$ cat config.mk
export PLATFORM = sky130hd
export DESIGN_NAME = sample_packet_framer
export DESIGN_NICKNAME = d
export VERILOG_FILES = /design/src/rtl/core/spf_pkg.sv /design/src/rtl/core/spf_front.sv /design/src/rtl/core/spf_queue.sv /design/src/rtl/core/spf_back.sv /design/src/rtl/core/sample_packet_framer.sv
export SDC_FILE = /design/constraint.sdc
export NUM_CORES = 1
export LEC_CHECK = 0
export BUFFER_PORTS_ARGS = -buffer_cell sky130_fd_sc_hd__buf_2
export CAP_MARGIN = 20
export CORE_UTILIZATION = 35
export DETAILED_ROUTE_END_ITERATION = 10
export GPL_TIMING_DRIVEN = 0
export HOLD_SLACK_MARGIN = 0.08
export REMOVE_ABC_BUFFERS = 1
export SYNTH_ARGS = -nofsm -noshare
export SYNTH_HDL_FRONTEND = slang
export SYNTH_SLANG_ARGS = --single-unit
$ cat constraint.sdc
create_clock -name aclk -period 5.9 [get_ports aclk]
set_input_delay 1.475 -clock aclk [delete_from_list [all_inputs] [get_ports aclk]]
set_output_delay 1.475 -clock aclk [all_outputs]
set_load 0.005 [all_outputs]
$ cat src/rtl/core/spf_pkg.sv
// Shared types and constants for the sample packet framer.
package spf_pkg;

    localparam int SAMPLE_W = 32;
    localparam int SEQ_W = 8;
    localparam int TRIG_W = 16;
    localparam int BYTE_W = 8;
    localparam int S_TDATA_W = 56;
    localparam int CFG_INDEX_W = 3;
    localparam int CFG_DATA_W = 16;
    localparam int QUEUE_DEPTH = 2;
    localparam int QPTR_W = $clog2(QUEUE_DEPTH);
    localparam int QCNT_W = $clog2(QUEUE_DEPTH + 1);
    localparam int POS_W = 5;

    localparam logic [BYTE_W-1:0] SYNC0 = 8'hAA;
    localparam logic [BYTE_W-1:0] SYNC1 = 8'h55;
    localparam logic [BYTE_W-1:0] SYNC2 = 8'h5A;
    localparam logic [BYTE_W-1:0] SYNC3 = 8'hA5;
    localparam logic [BYTE_W-1:0] HDR_SIZE_CODE = 8'd12;
    localparam logic [BYTE_W-1:0] PKTS_IN_SEQ = 8'd1;
    localparam logic [TRIG_W-1:0] NO_TRIGGER = 16'hFFFF;

    localparam logic [CFG_INDEX_W-1:0] REG_TYPE = 3'd0;
    localparam logic [CFG_INDEX_W-1:0] REG_REP = 3'd1;
    localparam logic [CFG_INDEX_W-1:0] REG_WIDE = 3'd2;
    localparam logic [CFG_INDEX_W-1:0] REG_CLASS = 3'd3;
    localparam logic [CFG_INDEX_W-1:0] REG_SPC = 3'd4;
    localparam logic [CFG_INDEX_W-1:0] REG_CHAN = 3'd5;
    localparam logic [CFG_INDEX_W-1:0] REG_RATE = 3'd6;

    localparam logic [POS_W-1:0] POS_SYNC0 = 5'd0;
    localparam logic [POS_W-1:0] POS_SYNC1 = 5'd1;
    localparam logic [POS_W-1:0] POS_SYNC2 = 5'd2;
    localparam logic [POS_W-1:0] POS_SYNC3 = 5'd3;
    localparam logic [POS_W-1:0] POS_TYPE = 5'd4;
    localparam logic [POS_W-1:0] POS_SIZE = 5'd5;
    localparam logic [POS_W-1:0] POS_REP = 5'd6;
    localparam logic [POS_W-1:0] POS_PKTS = 5'd7;
    localparam logic [POS_W-1:0] POS_SEQ = 5'd8;
    localparam logic [POS_W-1:0] POS_CLASS = 5'd9;
    localparam logic [POS_W-1:0] POS_SPC_HI = 5'd10;
    localparam logic [POS_W-1:0] POS_SPC_LO = 5'd11;
    localparam logic [POS_W-1:0] POS_RATE_HI = 5'd12;
    localparam logic [POS_W-1:0] POS_RATE_LO = 5'd13;
    localparam logic [POS_W-1:0] POS_TRIG_HI = 5'd14;
    localparam logic [POS_W-1:0] POS_TRIG_LO = 5'd15;
    localparam logic [POS_W-1:0] POS_CHAN = 5'd16;
    localparam logic [POS_W-1:0] POS_SUM = 5'd17;
    localparam logic [POS_W-1:0] POS_S3 = 5'd18;
    localparam logic [POS_W-1:0] POS_S2 = 5'd19;
    localparam logic [POS_W-1:0] POS_S1 = 5'd20;
    localparam logic [POS_W-1:0] POS_S0 = 5'd21;

    typedef struct packed {
        logic [BYTE_W-1:0] type_code;
        logic [BYTE_W-1:0] rep_code;
        logic              wide;
        logic [BYTE_W-1:0] class_code;
        logic [15:0]       samples_per_channel;
        logic [BYTE_W-1:0] channel_count;
        logic [15:0]       sample_rate;
    } cfg_t;

    typedef struct packed {
        logic                first;
        logic [SEQ_W-1:0]    seq;
        logic [TRIG_W-1:0]   trig;
        logic [SAMPLE_W-1:0] sample;
    } cmd_t;

endpackage

$ cat src/rtl/core/spf_front.sv
// Front end: configuration registers and unpacking of accepted samples into queue commands.
module spf_front (
    input  logic                                aclk,
    input  logic                                aresetn,
    input  logic                                cfg_valid,
    output logic                                cfg_ready,
    input  logic [spf_pkg::CFG_INDEX_W-1:0]     cfg_index,
    input  logic [spf_pkg::CFG_DATA_W-1:0]      cfg_data,
    input  logic                                s_tvalid,
    output logic                                s_tready,
    input  logic [spf_pkg::S_TDATA_W-1:0]       s_tdata,
    input  logic                                s_tuser,
    input  logic                                q_full,
    output logic                                q_push,
    output spf_pkg::cmd_t                       q_cmd,
    output spf_pkg::cfg_t                       cfg
);
    import spf_pkg::*;

    cfg_t cfg_reg;

    assign cfg_ready = 1'b1;
    assign cfg = cfg_reg;

    always_ff @(posedge aclk) begin
        if (!aresetn) begin
            cfg_reg.type_code <= '0;
            cfg_reg.rep_code <= '0;
            cfg_reg.wide <= 1'b1;
            cfg_reg.class_code <= '0;
            cfg_reg.samples_per_channel <= 16'd16;
            cfg_reg.channel_count <= 8'd4;
            cfg_reg.sample_rate <= '0;
        end else if (cfg_valid) begin
            unique case (cfg_index)
                REG_TYPE:  cfg_reg.type_code <= cfg_data[BYTE_W-1:0];
                REG_REP:   cfg_reg.rep_code <= cfg_data[BYTE_W-1:0];
                REG_WIDE:  cfg_reg.wide <= cfg_data[0];
                REG_CLASS: cfg_reg.class_code <= cfg_data[BYTE_W-1:0];
                REG_SPC:   cfg_reg.samples_per_channel <= cfg_data;
                REG_CHAN:  cfg_reg.channel_count <= cfg_data[BYTE_W-1:0];
                REG_RATE:  cfg_reg.sample_rate <= cfg_data;
                default: ;
            endcase
        end
    end

    assign s_tready = !q_full;
    assign q_push = s_tvalid && !q_full;

    always_comb begin
        q_cmd.first = s_tuser;
        q_cmd.sample = s_tdata[SAMPLE_W-1:0];
        q_cmd.seq = s_tdata[SAMPLE_W+SEQ_W-1:SAMPLE_W];
        q_cmd.trig = s_tdata[SAMPLE_W+SEQ_W+TRIG_W-1:SAMPLE_W+SEQ_W];
    end

endmodule

$ cat src/rtl/core/spf_queue.sv
// Short command queue between the front end and the byte serializer.
module spf_queue (
    input  logic          aclk,
    input  logic          aresetn,
    input  logic          push,
    input  spf_pkg::cmd_t push_cmd,
    input  logic          pop,
    output logic          full,
    output logic          not_empty,
    output spf_pkg::cmd_t head_cmd
);
    import spf_pkg::*;

    cmd_t              mem_reg [QUEUE_DEPTH];
    logic [QPTR_W-1:0] wr_ptr_reg;
    logic [QPTR_W-1:0] rd_ptr_reg;
    logic [QCNT_W-1:0] count_reg;

    assign full = (count_reg == QCNT_W'(QUEUE_DEPTH));
    assign not_empty = (count_reg != '0);
    assign head_cmd = mem_reg[rd_ptr_reg];

    always_ff @(posedge aclk) begin
        if (push) begin
            mem_reg[wr_ptr_reg] <= push_cmd;
        end
    end

    always_ff @(posedge aclk) begin
        if (!aresetn) begin
            wr_ptr_reg <= '0;
            rd_ptr_reg <= '0;
            count_reg <= '0;
        end else begin
            if (push) begin
                wr_ptr_reg <= wr_ptr_reg + 1'b1;
            end
            if (pop) begin
                rd_ptr_reg <= rd_ptr_reg + 1'b1;
            end
            if (push && !pop) begin
                count_reg <= count_reg + 1'b1;
            end else if (pop && !push) begin
                count_reg <= count_reg - 1'b1;
            end
        end
    end

endmodule

$ cat src/rtl/core/spf_back.sv
// Back end: walks each command through its header and sample bytes into the output register.
module spf_back (
    input  logic                        aclk,
    input  logic                        aresetn,
    input  spf_pkg::cfg_t               cfg,
    input  logic                        q_not_empty,
    input  spf_pkg::cmd_t               q_cmd,
    output logic                        q_pop,
    output logic                        m_tvalid,
    input  logic                        m_tready,
    output logic [spf_pkg::BYTE_W-1:0]  m_tdata,
    output logic                        m_tlast
);
    import spf_pkg::*;

    cmd_t              cmd_reg, cmd_next;
    logic              active_reg, active_next;
    logic [POS_W-1:0]  pos_reg, pos_next;
    logic [BYTE_W-1:0] sum_reg, sum_next;
    logic              m_tvalid_reg, m_tvalid_next;
    logic [BYTE_W-1:0] m_tdata_reg, m_tdata_next;
    logic              m_tlast_reg, m_tlast_next;

    logic              advance;
    logic              is_last;
    logic              load;
    logic [BYTE_W-1:0] cur_byte;
    logic [TRIG_W-1:0] trig_field;

    assign advance = !m_tvalid_reg || m_tready;
    assign is_last = (pos_reg == POS_S0);
    assign load = advance && q_not_empty && (!active_reg || is_last);
    assign q_pop = load;
    assign trig_field = cfg.wide ? cmd_reg.trig : NO_TRIGGER;

    always_comb begin
        unique case (pos_reg)
            POS_SYNC0:   cur_byte = SYNC0;
            POS_SYNC1:   cur_byte = SYNC1;
            POS_SYNC2:   cur_byte = SYNC2;
            POS_SYNC3:   cur_byte = SYNC3;
            POS_TYPE:    cur_byte = cfg.type_code;
            POS_SIZE:    cur_byte = HDR_SIZE_CODE;
            POS_REP:     cur_byte = cfg.rep_code;
            POS_PKTS:    cur_byte = PKTS_IN_SEQ;
            POS_SEQ:     cur_byte = cmd_reg.seq;
            POS_CLASS:   cur_byte = cfg.class_code;
            POS_SPC_HI:  cur_byte = cfg.samples_per_channel[15:8];
            POS_SPC_LO:  cur_byte = cfg.samples_per_channel[7:0];
            POS_RATE_HI: cur_byte = cfg.sample_rate[15:8];
            POS_RATE_LO: cur_byte = cfg.sample_rate[7:0];
            POS_TRIG_HI: cur_byte = trig_field[15:8];
            POS_TRIG_LO: cur_byte = trig_field[7:0];
            POS_CHAN:    cur_byte = cfg.channel_count;
            POS_SUM:     cur_byte = sum_reg;
            POS_S3:      cur_byte = cmd_reg.sample[31:24];
            POS_S2:      cur_byte = cmd_reg.sample[23:16];
            POS_S1:      cur_byte = cmd_reg.sample[15:8];
            POS_S0:      cur_byte = cmd_reg.sample[7:0];
            default:     cur_byte = '0;
        endcase
    end

    always_comb begin
        cmd_next = cmd_reg;
        active_next = active_reg;
        pos_next = pos_reg;
        sum_next = sum_reg;
        m_tvalid_next = m_tvalid_reg;
        m_tdata_next = m_tdata_reg;
        m_tlast_next = m_tlast_reg;
        if (advance) begin
            m_tvalid_next = active_reg;
            m_tdata_next = cur_byte;
            m_tlast_next = is_last;
            if (active_reg) begin
                if (pos_reg >= POS_TYPE && pos_reg <= POS_CHAN) begin
                    sum_next = sum_reg + cur_byte;
                end
                if (pos_reg == POS_SUM && !cfg.wide) begin
                    pos_next = POS_S1;
                end else begin
                    pos_next = pos_reg + 1'b1;
                end
                if (is_last) begin
                    active_next = 1'b0;
                end
            end
            if (load) begin
                cmd_next = q_cmd;
                active_next = 1'b1;
                sum_next = '0;
                priority if (q_cmd.first) begin
                    pos_next = POS_SYNC0;
                end else if (cfg.wide) begin
                    pos_next = POS_S3;
                end else begin
                    pos_next = POS_S1;
                end
            end
        end
    end

    always_ff @(posedge aclk) begin
        if (!aresetn) begin
            active_reg <= 1'b0;
            m_tvalid_reg <= 1'b0;
        end else begin
            active_reg <= active_next;
            m_tvalid_reg <= m_tvalid_next;
        end
        cmd_reg <= cmd_next;
        pos_reg <= pos_next;
        sum_reg <= sum_next;
        m_tdata_reg <= m_tdata_next;
        m_tlast_reg <= m_tlast_next;
    end

    assign m_tvalid = m_tvalid_reg;
    assign m_tdata = m_tdata_reg;
    assign m_tlast = m_tlast_reg;

endmodule

$ cat src/rtl/core/sample_packet_framer.sv
// Top level of the sample packet framer.
// The framer turns each accepted sample into a burst of bytes on the master stream, one byte
// per clock cycle while the sink keeps tready high: 4 bytes for a 32-bit sample or 2 for a
// 16-bit sample, and 18 more (sync, header fields, checksum) when tuser marks the first sample
// of a packet. The byte rate is set by the single byte-wide output register of the
// serializer; a two-entry queue lets the next samples be accepted while the current one is
// still going out, and consecutive items follow with no gap. tlast marks the final byte of
// each item. Configuration writes take effect at once and are meant to be made while no
// item is in flight.
module sample_packet_framer (
    input  logic                                aclk,
    input  logic                                aresetn,
    input  logic                                cfg_valid,
    output logic                                cfg_ready,
    input  logic [spf_pkg::CFG_INDEX_W-1:0]     cfg_index,
    input  logic [spf_pkg::CFG_DATA_W-1:0]      cfg_data,
    input  logic                                s_tvalid,
    output logic                                s_tready,
    // sample_value[31:0], sequence_number[39:32], trigger_position[55:40]
    input  logic [spf_pkg::S_TDATA_W-1:0]       s_tdata,
    // first_of_packet
    input  logic                                s_tuser,
    output logic                                m_tvalid,
    input  logic                                m_tready,
    // out_byte[7:0]
    output logic [spf_pkg::BYTE_W-1:0]          m_tdata,
    output logic                                m_tlast
);
    import spf_pkg::*;

    cfg_t cfg;
    cmd_t push_cmd;
    cmd_t head_cmd;
    logic q_push;
    logic q_pop;
    logic q_full;
    logic q_not_empty;

    spf_front u_front (
        .aclk      (aclk),
        .aresetn   (aresetn),
        .cfg_valid (cfg_valid),
        .cfg_ready (cfg_ready),
        .cfg_index (cfg_index),
        .cfg_data  (cfg_data),
        .s_tvalid  (s_tvalid),
        .s_tready  (s_tready),
        .s_tdata   (s_tdata),
        .s_tuser   (s_tuser),
        .q_full    (q_full),
        .q_push    (q_push),
        .q_cmd     (push_cmd),
        .cfg       (cfg)
    );

    spf_queue u_queue (
        .aclk      (aclk),
        .aresetn   (aresetn),
        .push      (q_push),
        .push_cmd  (push_cmd),
        .pop       (q_pop),
        .full      (q_full),
        .not_empty (q_not_empty),
        .head_cmd  (head_cmd)
    );

    spf_back u_back (
        .aclk        (aclk),
        .aresetn     (aresetn),
        .cfg         (cfg),
        .q_not_empty (q_not_empty),
        .q_cmd       (head_cmd),
        .q_pop       (q_pop),
        .m_tvalid    (m_tvalid),
        .m_tready    (m_tready),
        .m_tdata     (m_tdata),
        .m_tlast     (m_tlast)
    );

endmodule

# Yosys cells after proc, flatten, opt, wreduce, memory -nomap -nowiden
# Memory sizes are Yosys's and may differ from the RTL's. A register that Yosys moved wholly into a read port is not among the register bits.
# Index checks and enable logic that the tools add are counted.
[word_totals] mem_bits_rw=114 reg_bits=149 wordCells=105 mem_count=1 output_inout_bits=12
[memory_table] memory="u_queue.mem_reg" depth=2 word_bits=57 rd=1 rd_clocked_by_memory_dff=1 write_ports=1 line="spf_queue.sv:14" text="cmd_t mem_reg [QUEUE_DEPTH];"
[classes] order_cmp=2 n_mux=18 n_addsub=6 reduce_logical=31 eq_ne=28
[ops] cell="$pmux W8 S22" n=1
[ops] cell="$eq A5 B4 Y1 const B" n=8
[ops] cell="$eq A5 B5 Y1 const B" n=6
[ops] cell="$eq A5 B3 Y1 const B" n=4
[ops] cell="$mux W5" n=4
[ops] cell="$reduce_and A2 Y1" n=9
[ops] cell="$mux W16" n=1
[ops] cell="$mux W8" n=2
[ops] cell="$eq A5 B2 Y1 const B" n=2
[ops] cell="$eq A3 B3 Y1 const B" n=3
[ops] cell="$add A8 B8 Y8" n=1
[ops] cell="$reduce_bool A2 Y1" n=4
[ops] cell="$logic_and A1 B1 Y1" n=7
[ops] cell="$mux W1" n=7
[ops] cell="$eq A3 B2 Y1 const B" n=2
[ops] cell="$logic_not A1 Y1" n=6
[ops] cell="$add A5 B1 Y5 const B" n=1
[ops] cell="$eq A5 B1 Y1 const B" n=1
[ops] cell="$ge A5 B3 Y1 const B" n=1
[ops] cell="$le A5 B5 Y1 const B" n=1
[ops] cell="$logic_not A5 Y1" n=1
[ops] cell="$mux W2" n=2
[ops] cell="$eq A3 B1 Y1 const B" n=1
[ops] cell="$logic_not A3 Y1" n=1
[ops] cell="7 further kinds" n=9

# Logic depth before layout (Yosys ltp)
# Gate-level depths: netlist of run 1.
[depth] word_depth=7 depth_mapped=17

# Cells and area by module
# A second synthesis of run 1 with hierarchy kept.
[unflattened] hier_cells=851 area_unflattened_um2=11358.4
[modules_own_cells] module="spf_queue" instances=1 cells_per_inst=199 area_per_inst_um2=4337.9
[modules_own_cells] module="spf_back" instances=1 cells_per_inst=353 area_per_inst_um2=4129.0
[modules_own_cells] module="spf_front" instances=1 cells_per_inst=299 area_per_inst_um2=2891.5

# Worst setup path after synthesis of run 1
# Ideal clock, no wire load.
[synth_timing] kind="input port to flip-flop" from="input port s_tvalid" to="memory u_queue.mem_reg[0][0] in the netlist's numbering, enable pin" required_time_ps=5427 arrival_ps=3959 slack_ps=1467 stages=2 path_cell_list="nand2_1 > nor2_1"
[synth_between] elab_chain_len=3
[synth_rtl] element="start: declaration" line="sample_packet_framer.sv:17" text="input logic s_tvalid,"
[synth_rtl] element="$logic_and A1 B1 Y1" line="spf_front.sv:49" text="assign q_push = s_tvalid && !q_full;"
[synth_rtl] element="$mux W1" line="spf_queue.sv:24" text="if (push) begin"
[synth_rtl] element="$mux W1 (implied by the code)" line="spf_queue.sv:25" text="mem_reg[wr_ptr_reg] <= push_cmd;"
[synth_rtl] element="end: declaration" line="spf_queue.sv:14"
# Every way passes these cells.

# Final worst setup path of run 1
[layout_timing] from="register u_back.pos_reg[2]" to="register u_back.sum_reg[6] (data pin)"
[layout_between] elab_chain_len=5
[layout_rtl] element="start: declaration" line="spf_back.sv:18" text="logic [POS_W-1:0] pos_reg, pos_next;"
[layout_rtl] element="start signal: assignment" line="spf_back.sv:113" text="pos_reg <= pos_next;"
[layout_rtl] element="$eq A5 B5 Y1" line="spf_back.sv:31" text="assign is_last = (pos_reg == POS_S0);"
[layout_rtl] element="named net u_back.is_last" line="spf_back.sv:25" text="logic is_last;"
[layout_rtl] element="$pmux W8 S22" line="spf_back.sv:37" text="unique case (pos_reg)"
[layout_rtl] element="named net u_back.cur_byte[0]" line="spf_back.sv:27" text="logic [BYTE_W-1:0] cur_byte;"
[layout_rtl] element="$add A8 B8 Y8" line="spf_back.sv:78" text="sum_next = sum_reg + cur_byte;"
[layout_rtl] element="$mux W8" line="spf_back.sv:77" text="if (pos_reg >= POS_TYPE && pos_reg <= POS_CHAN) begin"
[layout_rtl] element="$mux W8" line="spf_back.sv:76" text="if (active_reg) begin"
[layout_rtl] element="end signal: assignment" line="spf_back.sv:114" text="sum_reg <= sum_next;"
[layout_rtl] element="end: declaration" line="spf_back.sv:19" text="logic [BYTE_W-1:0] sum_reg, sum_next;"
# The timed path passes the listed nets, and every way through them passes these cells. The select of a mux whose other input is x is not followed.
# A chain may end at the register's enable or synchronous reset.

==> results.json, run 1 <==
{
  "hold_depth": 2,
  "pin_count": 93,
  "numCtsBuffers": 29,
  "relSlewSlack_pct": 28.8,
  "met3_usage_pct": 2.76,
  "synth-xor-area-share_pct": 0.786,
  "grtUsageMet1_pct": 22.2,
  "postCtsSetupRepairBufs": 0,
  "ys_types": 59,
  "avgRoutedWirePerCell_um": 19.1,
  "holdPathEnd": "u_front.cfg[33]$_SDFFE_PN0P_",
  "comb_power_share_pct": 25.4,
  "dr.pass1.iters": 5,
  "worstPathRequired_ns": 6.20,
  "powerDensity_mw_per_mm2": 489,
  "async_flop_share_pct": 0,
  "yosysWarnings": 0,
  "reg2reg_from": "u_back.pos_reg[2]$_DFFE_PP_",
  "synth-seq-cells": 264,
  "p_seq_share_pct": 44.3,
  "endpoint_kind": "flop",
  "overflow": 0,
  "worst_pin_slew_ns": 1.07,
  "cts_buffer_depth": 3,
  "r2r_end": "u_back.sum_reg[6]$_SDFFCE_PP0P_",
  "worstSetupStartpointType": "flop",
  "routed_via_density": 5.16,
  "grt_use_met2_pct": 26.2,
  "num_rows": 64,
  "initial_utilization_pct": 35.5,
  "pre_cts_slack_ns": 0.845,
  "vdd_drop_max_mv": 0.230,
  "grt_first_pass_wirelength_um": 39200,
  "hold_path_startpoint": "u_front.cfg[33]$_SDFFE_PN0P_",
  "synth_cells": 831,
  "synthTopCellsByCount": "192 x edfxtp_1, 145 x nand2_1, 72 x dfxtp_1",
  "die_area_mm2": 0.0316,
  "fin_skew_ns": 0.00903,
  "p_leak_uw": 0.00449,
  "hold_slack_ns": 0.461,
  "r2r_slack_ns": 0.83,
  "synthSimpleGateAreaFrac_pct": 10.8,
  "path_class": "reg2reg",
  "p_int_uw": 4360,
  "cts_tree": "yes",
  "cts_resized": 0,
  "area_delta_synth_final_pct": 18.4,
  "die_w_um": 178,
  "power_switching_uw": 1900,
  "min_period_ns": 5.07,
  "grt-busiest-layer": "met2",
  "h-tree-depth": 1,
  "hold_viol_final": 0,
  "synth_top_family_by_area": "simple AND/OR/NAND/NOR gates",
  "grt_pass1_vias": 6791,
  "synth.most_common_cell": "edfxtp_1",
  "diodes": 0,
  "core_mm2": 0.0305,
  "clkPwrFrac_pct": 30.2,
  "wl_um": 25600,
  "cp_cell_sequence": "buf_16 -> nor2b_1 -> nand3_1 -> inv_2 -> a222oi_1 -> and3_1 -> nand4_1 -> ha_1 -> inv_1 -> fa_1 -> nor2b_1 -> o21ai_0 -> a21oi_1 -> o21ai_0 -> a21oi_1 -> nor3b_1",
  "slowest_delay_ns": 0.86,
  "drc": 0,
  "synth_edf_count": 192,
  "total_power_uw": 6260,
  "routabilityCongestion": 0.892,
  "cts.sinks": 264,
  "synth_top_area_cell": "edfxtp_1",
  "grt_max_degree": 73,
  "antenna_found_initial": 0,
  "syn_area_mm2": 0.0108,
  "arrival_ns": 5.37,
  "portBuffers": 91,
  "yosys.area.top_type_share_pct": 53.3,
  "track_usage_pct": 16.3,
  "worstPathMaxFanout": 19,
  "switching_share_pct": 30.4,
  "synth_compound_area_share_pct": 10.5,
  "largest_reg_flops": 114,
  "synth-seq-area-share_pct": 66.6,
  "holdCritPathClass": "reg2reg",
  "synth.avg_cell_area_um2": 13.0,
  "fmax_mhz": 197,
  "insertion_delay_ns": 0.55,
  "dp_hpwl_um": 17500,
  "holdBufCountCts": 0,
  "synth-main-ff-cell": "edfxtp_1",
  "num_vias": 6903,
  "worst_path_max_delay_cell": "nor2b_1",
  "muxShareOfSynthArea_pct": 7.34,
  "max-cap-violations": 0,
  "die_h_um": 178,
  "finalNetCount": 1014,
  "ant_nets": 0,
  "drv_slew": 0,
  "ctsRootBufferMaster": "clkbuf_16",
  "setup_viol": 0,
  "r2r_cells": 16,
  "fin_util_pct": 42.0,
  "yosys.area_share.adder_pct": 1.69,
  "cts.clk_slew.worst_paths_ns": 0.06,
  "drive_above_1_share_pct": 23.2,
  "drt_first_iter_violations": 543,
  "period_share_pct": 86.0,
  "rsz0062_at_grt": "false",
  "setup_slack_ns": 0.826,
  "status": "finished clean",
  "synth_area_leaders": "edfxtp_1 53%, dfxtp_1 13%, mux2_2 6.1%"
}
## critical path: cells and delay by family (launching register included)
kind / cells / cell delay (ns)
buffers and inverters: 3 / 0.64
AND/OR/NAND/NOR: 6 / 1.89
flip-flops: 1 / 0.79
adder cells (fa/ha/maj): 2 / 0.66
AO/OA/AOI/OAI: 5 / 0.81
## layer usage
metal | share of wire (%) | up-vias
li1 | - | 3244
met1 | 45 | 3391
met2 | 46 | 213
met3 | 6.0 | 55
met4 | 3.0 | 0
met5 | 0 | -
## power groups by stage
stage / sequential [uW] / clock (uW) / combinational, uW
final: 2780 / 1890 / 1590
after global routing: 2820 / 2000 / 1750
after CTS: 2780 / 1930 / 1600
after detailed placement: 2820 / 0 / 1580
after global placement: 2880 / 0 / 1460
after floorplan: 2750 / 0 / 1030
## how the worst max path moves through the flow
stage | start | end | slack (ns) | cells after the start
6_report | u_back.pos_reg[2]$_DFFE_PP_ | u_back.sum_reg[6]$_SDFFCE_PP0P_ | 0.83 | 16
5_1_grt | u_back.pos_reg[2]$_DFFE_PP_ | u_back.sum_reg[6]$_SDFFCE_PP0P_ | 0.54 | 16
4_1_cts | u_back.pos_reg[2]$_DFFE_PP_ | u_back.sum_reg[6]$_SDFFCE_PP0P_ | 0.83 | 16
2_1_floorplan | m_tready | u_queue.count_reg[1]$_SDFFE_PN0P_ | -1.49 | 8
3_3_place_gp | u_back.pos_reg[2]$_DFFE_PP_ | u_queue.count_reg[1]$_SDFFE_PN0P_ | -4.57 | 7
3_5_place_dp | u_back.pos_reg[2]$_DFFE_PP_ | u_back.sum_reg[6]$_SDFFCE_PP0P_ | 0.84 | 16
## layout make-up
class	count	area (um^2)
Timing Repair Buffer	100	621
Sequential cell	264	7210
Clock inverter	16	216
Multi-Input combinational cell	507	3410
Clock buffer	37	796
Tap cell	396	495
Fill cell	2788	17700
Inverter	17	63.8
## layout by cell type (no fill, tap or decap), types with 4 or more instances in the layout
| master | instances |
|---|---|
| a2111oi_0 | 4 |
| a21boi_0 | 59 |
| a21oi_1 | 12 |
| a222oi_1 | 6 |
| a22o_1 | 5 |
| a22oi_1 | 14 |
| a32oi_1 | 4 |
| and2_1 | 8 |
| and3_1 | 11 |
| buf_12 | 4 |
| buf_2 | 91 |
| bufinv_16 | 5 |
| clkbuf_1 | 4 |
| clkbuf_16 | 29 |
| clkbuf_8 | 4 |
| clkinv_2 | 5 |
| dfxtp_1 | 71 |
| edfxtp_1 | 192 |
| ha_1 | 13 |
| inv_1 | 15 |
| mux2_2 | 59 |
| mux2i_1 | 13 |
| nand2_1 | 145 |
| nand2b_1 | 7 |
| nand3_1 | 13 |
| nand4_1 | 8 |
| nor2_1 | 19 |
| nor2b_1 | 15 |
| nor3_1 | 9 |
| o21ai_0 | 29 |
| xnor2_1 | 4 |
## through the flow
step	setup TNS (ns)	instance area (um^2)	instances
2_1_floorplan	-18.41	10600	788
3_3_place_gp	-202.43	11600	1275
3_5_place_dp	0	11800	1283
4_1_cts	0	12800	1336
5_1_grt	0	12800	1337
6_report	0	12800	1337
## kinds of logic after synthesis
family                   after synthesis
flip-flops                           264
AND/OR/NAND/NOR                      253
AO/OA/AOI/OAI                        159
multiplexers                          72
buffers and inverters                 60
adder cells (fa/ha/maj)               14
XOR/XNOR                               8
other                                  1
No activity file was read; power rests on OpenSTA's default activity.
==> inputs of run 2 (changes only) <==
--- a/config.mk
+++ b/config.mk
@@ -5,9 +5,11 @@
 export SDC_FILE = /design/constraint.sdc
 export NUM_CORES = 1
 export LEC_CHECK = 0
+export ABC_AREA = 1
 export BUFFER_PORTS_ARGS = -buffer_cell sky130_fd_sc_hd__buf_2
 export CAP_MARGIN = 20
 export CORE_UTILIZATION = 35
+export CTS_BUF_LIST = sky130_fd_sc_hd__clkbuf_8
 export DETAILED_ROUTE_END_ITERATION = 10
 export GPL_TIMING_DRIVEN = 0
 export HOLD_SLACK_MARGIN = 0.08
==> run 2 against run 1 <==
Compared with the run above:
- sequential cell count unchanged
- worst setup slack improved by 1.3 ns
- total power down 6.5%
- utilization is 0.29 points lower
- clock power fell by 21%
==> results.json, run 2 <==
{
  "path_delay_family": "simple AND/OR/NAND/NOR gates",
  "dp_hpwl_um": 17200,
  "layout_common_cells": "192 x edfxtp_1, 125 x nor2_1, 104 x nand2_1",
  "ctsRootBufferMaster": "clkbuf_8",
  "worst_pin_slew_ns": 0.847,
  "setup_viol": 0,
  "finalNetCount": 1117,
  "power_switching_uw": 1900,
  "initial_utilization_pct": 35.7,
  "synth_area_leaders": "edfxtp_1 54%, dfxtp_1 14%, mux2_2 6.0%",
  "final_common_cell": "edfxtp_1",
  "synth.avg_cell_area_um2": 11.8,
  "min_period_ns": 3.81,
  "drv_slew": 0,
  "status": "finished clean",
  "p_int_uw": 3950,
  "comb_power_share_pct": 26.2,
  "grt_max_degree": 71,
  "crit_end": "u_back.sum_reg[6]$_SDFFCE_PP0P_",
  "synth_cells": 902,
  "hold_viol_final": 0,
  "cts.clk_slew.worst_paths_ns": 0.06,
  "area_delta_synth_final_pct": 16.8,
  "pin_count": 93,
  "slowest_delay_ns": 0.48,
  "numCtsBuffers": 43,
  "holdCritPathClass": "reg2reg",
  "p_leak_uw": 0.00487,
  "pre_cts_slack_ns": 2.16,
  "nFillCells": 2867,
  "path_class": "reg2reg",
  "clkPwrFrac_pct": 25.4,
  "cts_resized": 0,
  "insertion_delay_ns": 0.55,
  "die_w_um": 176,
  "worstPathRequired_ns": 6.29,
  "reg2reg_from": "u_back.pos_reg[0]$_SDFFCE_PP0P_",
  "antenna_found_initial": 0,
  "powerDensity_mw_per_mm2": 471,
  "endpoint_kind": "flop",
  "postCtsSetupRepairBufs": 0,
  "synth.most_common_cell": "edfxtp_1",
  "rsz0062_at_grt": "false",
  "portBuffers": 91,
  "fin_tns_setup_ns": 0,
  "relSlewSlack_pct": 42.9,
  "wl_um": 25000,
  "dr.pass1.iters": 5,
  "ys_types": 43,
  "die_area_mm2": 0.0311,
  "worstPathMaxFanout": 8,
  "hold_slack_ns": 0.443,
  "r2r_slack_ns": 2.09,
  "switching_share_pct": 32.5,
  "die_h_um": 176,
  "diodes": 0,
  "p_seq_share_pct": 48.4,
  "drc": 0,
  "hold_depth": 2,
  "synthTopCellsByCount": "192 x edfxtp_1, 127 x nor2_1, 104 x nand2_1",
  "path_depth": 18,
  "placed_area_mm2": 0.0116,
  "r2r_cells": 18,
  "setup_slack_ns": 2.09,
  "grt_pass1_vias": 7019,
  "worst_path_max_delay_cell": "edfxtp_1",
  "h-tree-depth": 2,
  "synth-seq-cells": 264,
  "track_usage_pct": 16.2,
  "synth-seq-area-share_pct": 67.8,
  "cp_cell_sequence": "ha_1 -> nand4_1 -> clkinv_1 -> nand2_1 -> nand3_1 -> a221oi_1 -> nand4_1 -> ha_1 -> inv_1 -> fa_1 -> inv_1 -> a21oi_1 -> o21ai_0 -> nand2_1 -> nand2_1 -> a21oi_1 -> o21ai_0 -> a21oi_1",
  "overflow": 0,
  "core_mm2": 0.0298,
  "synth-main-ff-cell": "edfxtp_1",
  "yosysWarnings": 0,
  "synth_edf_count": 192,
  "holdBufCountCts": 0,
  "period_share_pct": 64.6,
  "total_power_uw": 5860,
  "ant_nets": 0,
  "drt_first_iter_violations": 534,
  "max-cap-violations": 0,
  "r2r_end": "u_back.sum_reg[6]$_SDFFCE_PP0P_",
  "synth_top_area_cell": "edfxtp_1",
  "syn_area_mm2": 0.0106,
  "routed_via_density": 4.89,
  "num_vias": 7057,
  "async_flop_share_pct": 0,
  "routabilityCongestion": 0.903,
  "yosys.area.top_type_share_pct": 54.2,
  "fin_skew_ns": 0.0226,
  "fmax_mhz": 262,
  "cts_buffer_depth": 3,
  "cts_tree": "yes",
  "crit_path_start": "u_back.pos_reg[0]$_SDFFCE_PP0P_",
  "vdd_drop_max_mv": 0.253,
  "num_rows": 63,
  "crit_buf_inv": 3,
  "largest_reg_flops": 114,
  "grt_first_pass_wirelength_um": 38200,
  "avgRoutedWirePerCell_um": 17.3,
  "cts.sinks": 264,
  "fin_area_mm2": 0.0124,
  "drive_above_1_share_pct": 22.3,
  "worstSetupStartpointType": "flop",
  "arrival_ns": 4.20
}
run 2: cell types whose count changed after synthesis, moves of 17 or more:
cell / change
o21ai_0: +67
nor2_1: +107
a21oi_1: +27
nand2_1: -41
inv_1: +56
a21boi_0: -59
nand3_1: +17
clkbuf_1: -20
run 2: routing by layer:
layer	track usage (%)	wire length, um
met5	0	0
met4	6.05	682
met1	22.0	11300
met3	3.12	1500
met2	25.6	11500
run 2: cells by family after synthesis:
kind of cell               after synthesis  synth area share (%)
and+or+nand+nor                        300                  11.9
muxes                                   57                  6.04
DFF                                    264                  67.8
buffers and inverters                  101                  3.89
adders and majority gates               14                  1.72
xor gates and xnor gates                 1                0.0824
AOI/OAI and AO/OA                      164                  8.58
other                                    1                0.0353
run 2: worst min-delay path, stage by stage, from the launching register on:
cell and delay [ns]:
dfxtp_1 0.31, inv_1 0.04, a21oi_1 0.05
run 2: power groups by stage:
stage               Combinational [uW]  Clock, uW  Sequential [uW]
global placement                  1480          0             2890
detailed placement                1530          0             2880
floorplan                         1040          0             2800
finish                            1540       1490             2840
global route                      1710       1610             2880
CTS                               1540       1530             2840
run 2: how the worst min path moves through the flow:
stage	start	end	slack (ns)
finish	u_front.cfg[47]$_SDFFE_PN0P_	u_front.cfg[47]$_SDFFE_PN0P_	0.44
global route	u_front.cfg[47]$_SDFFE_PN0P_	u_front.cfg[47]$_SDFFE_PN0P_	0.46
CTS	u_front.cfg[47]$_SDFFE_PN0P_	u_front.cfg[47]$_SDFFE_PN0P_	0.45
detailed placement	u_front.cfg[47]$_SDFFE_PN0P_	u_front.cfg[47]$_SDFFE_PN0P_	0.44
global placement	u_front.cfg[47]$_SDFFE_PN0P_	u_front.cfg[47]$_SDFFE_PN0P_	0.43
floorplan	u_front.cfg[47]$_SDFFE_PN0P_	u_front.cfg[47]$_SDFFE_PN0P_	0.42
run 2: area by class of cell:
type                            count  area, um^2  share of cell area, %
Inverter                           77         289                   2.33
Timing Repair Buffer               99         598                   4.81
Clock inverter                     26         110                  0.886
Multi-Input combinational cell    537        3030                   24.4
Clock buffer                       51         702                   5.65
Sequential cell                   264        7210                   58.0
Tap cell                          390         488                   3.93
run 2: stage by stage:
| step | util (%) | instances |
|---|---|---|
| detailed placement | 38.9 | 1366 |
| floorplan | - | 878 |
| global placement | 38.4 | 1359 |
| finish | 41.7 | 1444 |
| CTS | 41.6 | 1443 |
| global route | 41.7 | 1444 |
